**src/rtl/core/m4xf_pkg.sv**
```systemverilog
// ----------------------------------------------------------------------------
// m4xf_pkg: shared types and constants for the 4x4 matrix by vector transform
// Element widths, sum widths, opcode codes and the control word that travels
// down the chain of column cells.
// ----------------------------------------------------------------------------
package m4xf_pkg;

   // matrix and vector dimension
   localparam int N_DIM  = 4;
   localparam int IDX_W  = 4;
   localparam int COL_W  = 2;

   // element and accumulator widths (elements are fixed 32-bit Q16.16)
   localparam int ELEM_W = 32;
   localparam int PROD_W = 2 * ELEM_W;
   localparam int SUM_W  = PROD_W + 2;

   // defaults for the top-level parameters
   localparam int DEF_FRAC_BITS  = 16;
   localparam int DEF_DATA_WIDTH = 32;

   typedef enum logic {
      OP_LOAD  = 1'b0,
      OP_XFORM = 1'b1
   } opcode_type;

   typedef logic signed [ELEM_W-1:0] elem_type;
   typedef logic signed [PROD_W-1:0] prod_type;
   typedef logic signed [SUM_W-1:0]  sum_type;

   // control word handed from cell to cell
   typedef struct packed {
      logic             valid;
      logic             is_load;
      logic [IDX_W-1:0] index;
      elem_type         value;
   } ctl_type;

endpackage

```
**src/rtl/core/m4xf_ifs.sv**
```systemverilog


interface m4xf_rsp_if #(
   parameter int DATA_WIDTH = m4xf_pkg::DEF_DATA_WIDTH
);
   logic                         valid;
   logic                         ready;
   logic signed [DATA_WIDTH-1:0] out_x;
   logic signed [DATA_WIDTH-1:0] out_y;
   logic signed [DATA_WIDTH-1:0] out_z;
   logic signed [DATA_WIDTH-1:0] out_w;
   logic                         saturated;

   modport source (
      output valid, out_x, out_y, out_z, out_w, saturated,
      input  ready
   );
   modport sink (
      input  valid, out_x, out_y, out_z, out_w, saturated,
      output ready
   );
endinterface

```
**src/rtl/core/m4xf_finish.sv**
```systemverilog
// ----------------------------------------------------------------------------
// m4xf_finish: scaling, saturation and output register
// Shifts each row sum right by FRAC_BITS, clamps to DATA_WIDTH bits and holds
// the result word until the sink takes it. Load words are dropped here.
// ----------------------------------------------------------------------------
module m4xf_finish #(
   parameter int FRAC_BITS  = m4xf_pkg::DEF_FRAC_BITS,
   parameter int DATA_WIDTH = m4xf_pkg::DEF_DATA_WIDTH
) (
   input  logic              clock,
   input  logic              reset,
   input  m4xf_pkg::ctl_type ctl_in,
   input  m4xf_pkg::sum_type sum_in [m4xf_pkg::N_DIM],
   output logic              adv,
   m4xf_rsp_if.source        rsp_ch
);
   import m4xf_pkg::*;

   localparam int SH_W  = SUM_W - FRAC_BITS;
   localparam int EXT_W = (SH_W > DATA_WIDTH) ? SH_W : DATA_WIDTH;
   localparam int HI_W  = EXT_W - DATA_WIDTH + 1;

   localparam logic signed [DATA_WIDTH-1:0] SAT_MAX = {1'b0, {(DATA_WIDTH-1){1'b1}}};
   localparam logic signed [DATA_WIDTH-1:0] SAT_MIN = {1'b1, {(DATA_WIDTH-1){1'b0}}};

   logic signed [SH_W-1:0]       sh     [N_DIM];
   logic signed [EXT_W-1:0]      ext    [N_DIM];
   logic [HI_W-1:0]              hi_bits[N_DIM];
   logic [N_DIM-1:0]             clamp;
   logic signed [DATA_WIDTH-1:0] res_in [N_DIM];

   logic                         valid_ff;
   logic signed [DATA_WIDTH-1:0] out_ff [N_DIM];
   logic                         sat_ff;

   // floor shift, then clamp when the sign bit and the bits above it are not all equal
   always_comb begin
      for (int r = 0; r < N_DIM; r++) begin
         sh[r]      = sum_in[r][SUM_W-1:FRAC_BITS];
         ext[r]     = EXT_W'(sh[r]);
         hi_bits[r] = ext[r][EXT_W-1:DATA_WIDTH-1];
         clamp[r]   = !((&hi_bits[r]) || !(|hi_bits[r]));
         if (clamp[r]) begin
            res_in[r] = ext[r][EXT_W-1] ? SAT_MIN : SAT_MAX;
         end else begin
            res_in[r] = ext[r][DATA_WIDTH-1:0];
         end
      end
   end

   // whole chain moves when the output register is free or being read
   assign adv = !valid_ff || rsp_ch.ready;

   always_ff @(posedge clock) begin
      if (reset) begin
         valid_ff <= 1'b0;
      end else if (adv) begin
         valid_ff <= ctl_in.valid && !ctl_in.is_load;
      end
   end

   always_ff @(posedge clock) begin
      if (adv) begin
         out_ff <= res_in;
         sat_ff <= |clamp;
      end
   end

   assign rsp_ch.valid     = valid_ff;
   assign rsp_ch.out_x     = out_ff[0];
   assign rsp_ch.out_y     = out_ff[1];
   assign rsp_ch.out_z     = out_ff[2];
   assign rsp_ch.out_w     = out_ff[3];
   assign rsp_ch.saturated = sat_ff;

   // a flagged word carries at least one clamped component
   a_sat_value: assert property (@(posedge clock) disable iff (reset)
      (valid_ff && sat_ff) |->
         (out_ff[0] == SAT_MAX || out_ff[0] == SAT_MIN ||
          out_ff[1] == SAT_MAX || out_ff[1] == SAT_MIN ||
          out_ff[2] == SAT_MAX || out_ff[2] == SAT_MIN ||
          out_ff[3] == SAT_MAX || out_ff[3] == SAT_MIN))
      else $error("saturated flag without a clamped component");

   // load words never reach the response channel
   a_load_drop: assert property (@(posedge clock) disable iff (reset)
      (adv && ctl_in.valid && ctl_in.is_load) |=> !valid_ff)
      else $error("load word produced a response");

endmodule

```
**src/flat_wrapper.sv**
```systemverilog
// flat-port wrapper written by rule: the top's interface ports become plain ports
module m4xf_finish_flat import m4xf_pkg::*;
#(
   parameter int FRAC_BITS  = m4xf_pkg::DEF_FRAC_BITS,
   parameter int DATA_WIDTH = m4xf_pkg::DEF_DATA_WIDTH
)
  (clock, reset, ctl_in, sum_in, adv, rsp_ch_valid, rsp_ch_out_x, rsp_ch_out_y, rsp_ch_out_z, rsp_ch_out_w, rsp_ch_saturated, rsp_ch_ready);
  m4xf_rsp_if #(.DATA_WIDTH(DATA_WIDTH)) rsp_ch_i ();
  input  logic clock;
  input  logic reset;
  input  m4xf_pkg::ctl_type ctl_in;
  input  m4xf_pkg::sum_type sum_in[m4xf_pkg::N_DIM];
  output logic adv;
  output wire logic [$bits(rsp_ch_i.valid)-1:0] rsp_ch_valid;
  output wire logic [$bits(rsp_ch_i.out_x)-1:0] rsp_ch_out_x;
  output wire logic [$bits(rsp_ch_i.out_y)-1:0] rsp_ch_out_y;
  output wire logic [$bits(rsp_ch_i.out_z)-1:0] rsp_ch_out_z;
  output wire logic [$bits(rsp_ch_i.out_w)-1:0] rsp_ch_out_w;
  output wire logic [$bits(rsp_ch_i.saturated)-1:0] rsp_ch_saturated;
  input wire logic [$bits(rsp_ch_i.ready)-1:0] rsp_ch_ready;
  assign rsp_ch_valid = rsp_ch_i.valid;
  assign rsp_ch_out_x = rsp_ch_i.out_x;
  assign rsp_ch_out_y = rsp_ch_i.out_y;
  assign rsp_ch_out_z = rsp_ch_i.out_z;
  assign rsp_ch_out_w = rsp_ch_i.out_w;
  assign rsp_ch_saturated = rsp_ch_i.saturated;
  assign rsp_ch_i.ready = rsp_ch_ready;
  m4xf_finish #(.FRAC_BITS(FRAC_BITS), .DATA_WIDTH(DATA_WIDTH)) u_core (.clock(clock), .reset(reset), .ctl_in(ctl_in), .sum_in(sum_in), .adv(adv), .rsp_ch(rsp_ch_i));
endmodule
```
**config.mk**
```make
export PLATFORM = sky130hd
export DESIGN_NAME = m4xf_finish_flat
export DESIGN_NICKNAME = d
export VERILOG_FILES = /design/src/rtl/core/m4xf_pkg.sv /design/src/rtl/core/m4xf_ifs.sv /design/src/rtl/core/m4xf_finish.sv /design/src/flat_wrapper.sv
export SDC_FILE = /design/constraint.sdc
export NUM_CORES = 1
export LEC_CHECK = 0
export ABC_AREA = 1
export BUFFER_PORTS_ARGS = -buffer_cell sky130_fd_sc_hd__buf_2
export CAP_MARGIN = 20
export CORE_AREA = 4 4 165 167
export DETAILED_ROUTE_END_ITERATION = 8
export DIE_AREA = 0 0 169 171
export PLACE_DENSITY = 0.56
export SYNTH_ARGS = -nofsm -noshare
export SYNTH_HDL_FRONTEND = slang
export SYNTH_SLANG_ARGS = --single-unit
```
**constraint.sdc**
```tcl
create_clock -name clock -period 7.15 [get_ports clock]
set_input_delay 0 -clock clock [delete_from_list [all_inputs] [get_ports clock]]
set_output_delay 0 -clock clock [all_outputs]
set_load 0.1 [all_outputs]
```
==> metrics.md, run 1 <==
| Metric | Value |
|---|---|
| Status | completed |
| Worst hold slack | 0.224 ns |
| Routed vias | 5,322 |
| Initial Utilization | 22.1% |
| Number of CTS-inserted buffers | 17 |
| Max Clk Rate | 440 MHz |
| Global-route wire length before repair | 27.8 mm |
| CORE AREA | 25,800 um2 |
| Slew Viols, Final | 0 |
| DRC | 0 |
| Post-Layout Inst Area | 9450 um2 |
| Sum Neg Setup Slack | 0 ns |
| Unrepaired setup endpoints after global routing | no |
| Die Ht | 171 um |
| Post-CTS Setup Bufs | 0 |
| Vias in the first global route | 5,352 |
| Synth Net Count | 851 |
| Gate Count Post-Synth | 546 |
| Clk root buf | clkbuf_16 |
| Final setup violation count | 0 |
| CP Data Required Time | 7.17 ns |
| Port Buf Inserts | 335 |
| Crit. End Element | register |
| Detail Placement HPWL | 12.6 mm |
| Post-CTS Resized | 0 |
| Relative slew slack | 27.7% |
| Period utilisation layout | 31.8% |
| Clock Path Buffers | 2 |
| RePlAce Congestion | 0.761 |
| Static leakage | 4.30 nW |
| Yosys reg bits | 130 |
| First DRT Iteration DRCs | 262 |
| Library cells used by synthesis | 21 |
| Largest cells by area after synthesis | edfxtp_1 (68%), nand2_1 (19%), nor2_1 (3.6%) |
| Hold crit path type | in2reg |
| Share of the synthesized area in the top cell type | 67.9% |
| Num ports | 436 |
| Mapped cell area | 5700 um2 |
| Drt first pass iters | 4 |
| Placed inst area | 7570 um2 |
| Die area | 28,900 um2 |
| CP max FO | 82 |
| Max Cap Viol | 0 |
| Worst Skew | 0.00965 ns |
| Power per cell area | 245 nW/um2 |
| CP Class | reg2reg |
| Clock sink total | 130 |
| Nets | 1,310 |
| Max VDD drop | 0.112 mV |
| Wire per inst | 13.8 um |
| Via density | 3.94 |
| Largest area contributor in the netlist | edfxtp_1 |
| Fin util | 36.7% |
| Yosys warns | 0 |
| Initial antenna violation count | 1 |
| Fraction of layout cells with a size suffix above 1 | 36.9% |
| Minimum clock period | 2.27 ns |
| Reg2Reg Depth | 2 |
| Gr ovfl total | 0 |
| CP Launch Type | register |
| WL final | 18.6 mm |
| Register area share after synthesis | 68.3% |
| Syn Area/Cell | 10.4 um2 |
| Clock-pin transition on the worst setup and hold timing paths | 0.06 ns |
| Final ANT Viol Nets | 0 |
| Reg-to-reg setup timing slack | 4.88 ns |
| H-Tree Depth | 4 |
| Die X | 169 um |
| All-Layer GR Usage | 12.2% |
| Final hold violation count | 0 |
| Most frequent cells in the layout | buf_2 (335), nand2_1 (293), dlygate4sd3_1 (130) |
| Rows | 59 |
| Area grow syn2layout | 65.7% |
| Worst Path Arrival | 2.29 ns |
| Pin count of the biggest net entering global routing | 83 |
| Worst-skew pair later-pin latency | 0.40 ns |
| Tightest Pin Transition | 1.09 ns |
| Worst Hold Depth | 5 |
| CTS tree | yes |
| Most common cell after layout, fill and taps aside | buf_2 |
[metal layers]
metal  up-vias  track usage, %  share of wire, %
met4         0            4.38               1.7
met3        19            4.25               8.2
met5         -               0                 0
met1      2384            13.9                40
li1       2701               -                 -
met2       218            21.4                51
[Yosys cell counts, drive strengths merged]
cell type    number
dlygate4sd3       1
nand3             9
nand2           297
dfxtp             1
nor2             56
buf              24
clkbuf            3
nor3              1
nand3b            3
a21oi             1
edfxtp          129
inv               7
or2               6
nand4             8
[power by group]
group / internal [W] / switching, W
Combinational: 0.000131 / 0.000447
Sequential: 0.000892 / 0.0000115
Clock: 0.000504 / 0.000325
Total: 0.00153 / 0.000783
[sequential cells by signal, indices dropped and copies added, names as in the netlist]
signal                   cells
u_core.rsp_ch.out_w         32
u_core.rsp_ch.out_x         32
u_core.rsp_ch.out_y         32
u_core.rsp_ch.out_z         32
u_core.rsp_ch.saturated      1
u_core.rsp_ch.valid          1
[kinds of logic (layout without fill, tap and decap cells)]
family | after synthesis | after routing | synth area share, %
compound gates | 1 | 1 | 0.0877
buf+inv | 35 | 505 | 4.85
flops | 130 | 130 | 68.3
other cells | 0 | 1 | 0
simple gates | 380 | 380 | 26.8
[worst max-delay path, cell delays in order, from the launching register on]
cell and delay (ns):
dfxtp_1 0.34, nand2_4 0.52, buf_4 0.92
[what timing repair did]
item,in CTS,in global routing
hold buffers,130,0
endpoints found under the setup margin,0,0
endpoints found under the hold margin,129,0
[layout make-up]
type / count / area [um2]
inverters: 7 / 26.3
multi-input cells: 381 / 1540
clock inverters: 12 / 119
fillers: 2599 / 16300
flip-flops and latches: 130 / 3890
repair buffers: 468 / 3020
diodes: 1 / 2.50
well taps: 335 / 419
clock buffers: 18 / 429
[worst paths after layout]
kind	startpoint	endpoint
max	u_core.rsp_ch.valid	u_core.rsp_ch.out_w[14]
min	sum_in[195]	u_core.rsp_ch.out_y[28]
max reg2reg	u_core.rsp_ch.valid	u_core.rsp_ch.out_w[14]
min reg2reg	u_core.rsp_ch.valid	u_core.rsp_ch.out_z[25]
[through the flow]
stage	cells	setup slack, ns	total power (W)
after floorplan	546	1.92	0.00133
after global placement	1190	4.86	0.00144
after detailed placement	1190	4.85	0.00144
after CTS	1350	4.83	0.00235
after global routing	1352	4.74	0.00241
final	1352	4.88	0.00231
No activity file was read; power rests on OpenSTA's default activity.
==> inputs of run 2 (changes only) <==
clock period = 2.2 ns   (was 7.15 ns; I/O delays follow)
==> run 2 against run 1 <==
Compared with the run above:
- combinational power rose to 3.3 times the previous value
- clock-buffer cell count down 1
- first-iteration DRC count shrank 14%
- register-to-register slack worse by 4.4 ns
- fmax is 33% higher
- global-route usage about the same
- critical path type unchanged
- critical endpoint is now u_core.rsp_ch.valid
- largest cell class unchanged
- largest power group is now clock
==> metrics.md, run 2 (synthesis gave the netlist of run 1 again) <==
| Metric | Value |
|---|---|
| Status | completed |
| Global-route wire length before repair | 28.0 mm (+0.99%) |
| CTS tree | yes |
| Worst r2r dst | u_core.rsp_ch.valid |
| Minimum clock period | 1.71 ns (-0.564 ns) |
| Routed vias | 5,374 (+0.98%) |
| Worst-skew pair later-pin latency | 0.41 ns (about the same) |
| Relative slew slack | 58.0% (+30 points) |
| Period utilisation layout | 77.6% (+46 points) |
| RePlAce Congestion | 0.740 (-2.7%) |
| Worst Skew | 0.00937 ns (-0.000280 ns) |
| Clock Path Buffers | 2 (unchanged) |
| Drt first pass iters | 4 (unchanged) |
| Max VDD drop | 0.361 mV (+220%) |
| Worst Path Arrival | 1.99 ns (-0.30 ns) |
| DRC | 0 (unchanged) |
| CP max FO | 39 (-52%) |
| Nets | 1,316 (+0.46%) |
| Reg2reg start | u_core.rsp_ch.valid |
| Most common cell after layout, fill and taps aside | buf_2 |
| Area grow syn2layout | 68.4% |
| Pin count of the biggest net entering global routing | 43 (-48%) |
| Slew Viols, Final | 0 (unchanged) |
| Vias in the first global route | 5,582 (+4.3%) |
| Number of CTS-inserted buffers | 17 (unchanged) |
| Detail Placement HPWL | 13.0 mm (+3.3%) |
| Power per cell area | 820 nW/um2 (+240%) |
| Reg-to-reg setup timing slack | 0.49 ns (-4.39 ns) |
| Clk root buf | clkbuf_16 |
| Fin util | 37.3% (+0.59 points) |
| First DRT Iteration DRCs | 226 (-14%) |
| Gr ovfl total | 0 (unchanged) |
| Max Clk Rate | 585 MHz (+33%) |
| Post-CTS Setup Bufs | 0 (unchanged) |
| Final hold violation count | 0 (unchanged) |
| Port Buf Inserts | 335 (unchanged) |
| Clock-pin transition on the worst setup and hold timing paths | 0.06 ns (about the same) |
| CP Class | reg2reg |
| Post-CTS Resized | 0 (unchanged) |
| Via density | 3.95 (+0.46%) |
| N_diodes | 0 (-1) |
| Die Ht | 171 um (unchanged) |
| Initial antenna violation count | 0 (-1) |
| Tot Pwr | 0.00787 W (+240%) |
| Rows | 59 (unchanged) |
| Final setup violation count | 0 (unchanged) |
| Num ports | 436 (unchanged) |
| Clock sink total | 130 (unchanged) |
| Initial Utilization | 22.1% (unchanged) |
| Wire per inst | 13.6 um (-1.2%) |
| CP endpoint | u_core.rsp_ch.valid |
| All-Layer GR Usage | 12.3% (+0.027 points) |
| Fraction of layout cells with a size suffix above 1 | 37.6% (+0.69 points) |
| Most frequent cells in the layout | buf_2 (335), nand2_1 (293), dlygate4sd3_1 (130) |
| Die area | 28,900 um2 (unchanged) |
| Crit. End Element | register |
| Sum Neg Setup Slack | 0 ns (unchanged) |
| Hold crit path type | in2reg |
| CP Launch Type | register |
| Max Cap Viol | 0 (unchanged) |
| Tightest Pin Transition | 0.629 ns (-0.456 ns) |
| Reg2Reg Depth | 4 (+2) |
| Static leakage | 4.37 nW (+1.7%) |
| WL final | 18.5 mm (-0.65%) |
| H-Tree Depth | 4 (unchanged) |
| CP Data Required Time | 2.49 ns (-4.68 ns) |
| Die X | 169 um (unchanged) |
| Unrepaired setup endpoints after global routing | no |
| Final ANT Viol Nets | 0 (unchanged) |
| Worst Setup SP | u_core.rsp_ch.valid |
| CORE AREA | 25,800 um2 (unchanged) |
-- run 2: cell types whose count changed in the layout (fill, tap and decap cells not counted), sizes merged --
cell | before | now
clkbuf | 18 | 17
buf | 338 | 344
inv | 7 | 12
clkinvlp | 3 | 2
clkinv | 7 | 4
diode | 1 | 0
bufinv | 2 | 4
-- run 2: layout make-up --
cell class,count,area [um2]
clock buffer,17,425
clock inverter,15,204
fill,2573,16200
inverter,7,26.3
multi-input combinational,381,1550
sequential,130,3890
tap,335,419
timing repair buffer,474,3080
-- run 2: report_power, final --
| group | switching, W | internal (W) |
|---|---|---|
| Combinational | 0.00145 | 0.000437 |
| Clock | 0.00113 | 0.00191 |
| Sequential | 0.0000369 | 0.00290 |
-- run 2: how the worst min path moves through the flow --
stage               cells past startpoint  slack [ns]         start                 endpoint
floorplan                               1        0.06         reset      u_core.rsp_ch.valid
finish                                  3        0.23  rsp_ch_ready   u_core.rsp_ch.out_x[4]
detailed placement                      2        0.15         reset      u_core.rsp_ch.valid
CTS                                     3        0.25  rsp_ch_ready  u_core.rsp_ch.out_x[11]
global route                            3        0.27  rsp_ch_ready  u_core.rsp_ch.out_x[11]
global placement                        2        0.16         reset      u_core.rsp_ch.valid
-- run 2: timing repair --
action | 4_1_cts | 5_1_grt
hold endpoints to repair | 129 | 0
endpoints found under the setup margin | 0 | 0
hold buffers | 130 | 0
-- run 2: per-layer routing --
layer	global-route usage (%)	share of wire, %	vias up
met5	0	0	-
met4	3.61	1.2	0
met3	4.09	7.9	11
met2	21.9	51	210
met1	13.9	40	2439
li1	-	-	2714
-- run 2: stage by stage --
| step | instances | cell area (um2) | hold slack, ns | worst slack, ns |
|---|---|---|---|---|
| finish | 1359 | 9600 | 0.234 | 0.492 |
| global route | 1359 | 9600 | 0.265 | 0.386 |
| CTS | 1359 | 9600 | 0.252 | 0.464 |
| detailed placement | 1197 | 7670 | 0.154 | 0.695 |
| global placement | 1197 | 7670 | 0.158 | 0.684 |
| floorplan | 546 | 5720 | 0.0617 | 0.425 |
-- run 2: critical path, stage by stage, from the launching register on --
cell,delay (ns)
dfxtp_2,0.35
nand2_8,0.28
buf_12,0.28
a21oi_1,0.10
dlygate4sd3_1,0.56
==> inputs of run 3 (changes only) <==
clock period = 1.73 ns   (was 2.2 ns; I/O delays follow)
==> run 3 against run 2 <==
Compared with the run above:
- clock skew decreased by 0.0031 ns
- wire length up 1.6%
- worst hold slack lost 0.058 ns
- flip-flop and latch count unchanged
- worst setup slack got worse by 0.42 ns
- critical path type unchanged
- critical endpoint unchanged
- largest power group is now sequential cells
==> metrics.md, run 3 (synthesis gave the netlist of run 1 again) <==
| Metric | Value |
|---|---|
| Clock Path Buffers | 2 (unchanged) |
| Unrepaired setup endpoints after global routing | no |
| Most common cell after layout, fill and taps aside | buf_2 |
| Worst Path Arrival | 1.94 ns (-0.05 ns) |
| Tightest Pin Transition | 0.523 ns (-0.106 ns) |
| Hold-fix buffer count after cts | 130 (unchanged) |
| Num ports | 436 (unchanged) |
| Gr ovfl total | 0 (unchanged) |
| Worst path slowest cell | dlygate4sd3_1 |
| Clock sink total | 130 (unchanged) |
| Sequential share of power | 38.4% (+1.1 points) |
| Vias in the first global route | 5,550 (-0.57%) |
| Post-CTS Setup Bufs | 0 (unchanged) |
| Power share of the clock group | 36.8% (-1.9 points) |
| Fin util | 37.5% (+0.20 points) |
| Routed vias | 5,448 (+1.4%) |
| Minimum clock period | 1.65 ns (-0.0531 ns) |
| Post-CTS Resized | 0 (unchanged) |
| Final hold violation count | 0 (unchanged) |
| Critical-path cell list | nand2_8 > buf_4 > a21oi_1 > dlygate4sd3_1 |
| Worst-skew pair later-pin latency | 0.40 ns (about the same) |
| Register area | 3900 um2 (about the same) |
| Final ANT Viol Nets | 0 (unchanged) |
| Max VDD drop | 0.445 mV (+23%) |
| Clock-pin transition on the worst setup and hold timing paths | 0.06 ns (about the same) |
| Status | completed |
| CP max FO | 33 (-15%) |
| Power per cell area | 1010 nW/um2 (+23%) |
| Max Cap Viol | 0 (unchanged) |
| Sw Ratio | 33.2% (-0.15 points) |
| Clk root buf | clkbuf_16 |
| Multi-input gate area | 1550 um2 (unchanged) |
| Drt first pass iters | 4 (unchanged) |
| Die Ht | 171 um (unchanged) |
| Die area | 28,900 um2 (unchanged) |
| Worst Setup SP | u_core.rsp_ch.valid |
| Min-delay src | rsp_ch_ready |
| Hold crit path type | in2reg |
| Wire per inst | 13.7 um (+0.96%) |
| Die X | 169 um (unchanged) |
| Number of CTS-inserted buffers | 17 (unchanged) |
| Initial antenna violation count | 0 (unchanged) |
| Nets | 1,326 (+0.76%) |
| All-Layer GR Usage | 12.1% (-0.11 points) |
| First DRT Iteration DRCs | 279 (+23%) |
| Worst Skew | 0.00627 ns (-0.00310 ns) |
| Initial Utilization | 22.1% (unchanged) |
| Crit. End Element | register |
| Detail Placement HPWL | 13.4 mm (+3.1%) |
| Reg2reg start | u_core.rsp_ch.valid |
| CP Data Required Time | 2.02 ns (-0.47 ns) |
| Buffers and inverters on the worst path | 2 (unchanged) |
| Fraction of layout cells with a size suffix above 1 | 37.9% (+0.25 points) |
| Port Buf Inserts | 335 (unchanged) |
| Rows | 59 (unchanged) |
| Placed inst area | 7780 um2 (+1.4%) |
| N_diodes | 0 (unchanged) |
| CP Launch Type | register |
| Slew Viols, Final | 0 (unchanged) |
| CP Class | reg2reg |
| Via density | 3.98 (+0.71%) |
| CTS tree | yes |
| Area grow syn2layout | 69.3% |
| DRC | 0 (unchanged) |
| Reg-to-reg setup timing slack | 0.08 ns (-0.42 ns) |
| Max Clk Rate | 604 MHz (+3.2%) |
| Static leakage | 4.41 nW (+0.86%) |
| Fillers | 2,542 (-1.2%) |
| WL final | 18.8 mm (+1.6%) |
| Comb power frac | 24.9% (+0.9 points) |
| Final setup violation count | 0 (unchanged) |
| Global-route wire length before repair | 27.8 mm (-0.93%) |
| Int Pwr | 0.00651 W (+24%) |
| Pin count of the biggest net entering global routing | 37 (-14%) |
| Sum Neg Setup Slack | 0 ns (unchanged) |
| Delay-heaviest family, CP | buffers and inverters |
| H-Tree Depth | 4 (unchanged) |
| Relative slew slack | 65.3% (+7.3 points) |
| Post-Layout Inst Area | 9650 um2 (+0.55%) |
| CORE AREA | 25,800 um2 (unchanged) |
| Most frequent cells in the layout | buf_2 (334), nand2_1 (293), dlygate4sd3_1 (130) |
| RePlAce Congestion | 0.836 (+13%) |
| Period utilisation layout | 95.7% (+18 points) |
| NetSw | 0.00323 W (+23%) |
| Max incr delay on CP | 0.56 ns (about the same) |
run 3: cell count changes in the layout (fill, tap and decap cells not counted), sizes merged:
cell    delta
buf       +10
bufinv     -1
clkbuf     +4
clkinv     +1
inv        -5
run 3: metal layers:
layer	up-vias	wire length (um)	track usage [%]
met5	-	0	0
met4	0	447	4.80
met3	23	1280	3.17
met2	220	9630	22.2
met1	2475	7410	13.5
li1	2730	-	-
run 3: cell type report:
cell class / instances / area share (%)
Inverter: 7 / 0.272
Sequential cell: 130 / 40.4
Clock inverter: 10 / 1.41
Clock buffer: 21 / 4.56
Tap cell: 335 / 4.34
Multi-Input combinational cell: 381 / 16.0
Timing Repair Buffer: 484 / 33.0
run 3: final timing paths:
check,to,cells after the start
max reg2reg,u_core.rsp_ch.valid,4
min,u_core.rsp_ch.out_x[30],3
max,u_core.rsp_ch.valid,4
min reg2reg,u_core.rsp_ch.out_x[30],1
run 3: worst reg2reg max path, cell delays in order (launching register included):
cell and delay (ns):
dfxtp_4 0.36, nand2_8 0.22, buf_4 0.29, a21oi_1 0.10
dlygate4sd3_1 0.56
run 3: power groups by stage:
| stage | logic, W | registers [W] | clock network, W |
|---|---|---|---|
| finish | 0.00242 | 0.00374 | 0.00358 |
| global route | 0.00252 | 0.00375 | 0.00382 |
| CTS | 0.00243 | 0.00374 | 0.00370 |
| detailed placement | 0.00219 | 0.00380 | 0 |
| global placement | 0.00219 | 0.00380 | 0 |
| floorplan | 0.000194 | 0.00529 | 0 |
run 3: per-stage QoR:
step                std cells  hold slack [ns]  setup WS [ns]  power [W]
detailed placement       1207            0.165          0.222    0.00600
CTS                      1368            0.178         0.0601    0.00986
global placement         1207            0.148          0.265    0.00598
finish                   1368            0.176         0.0751    0.00974
global route             1368            0.220        0.00512     0.0101
floorplan                 546           0.0594          0.145    0.00548
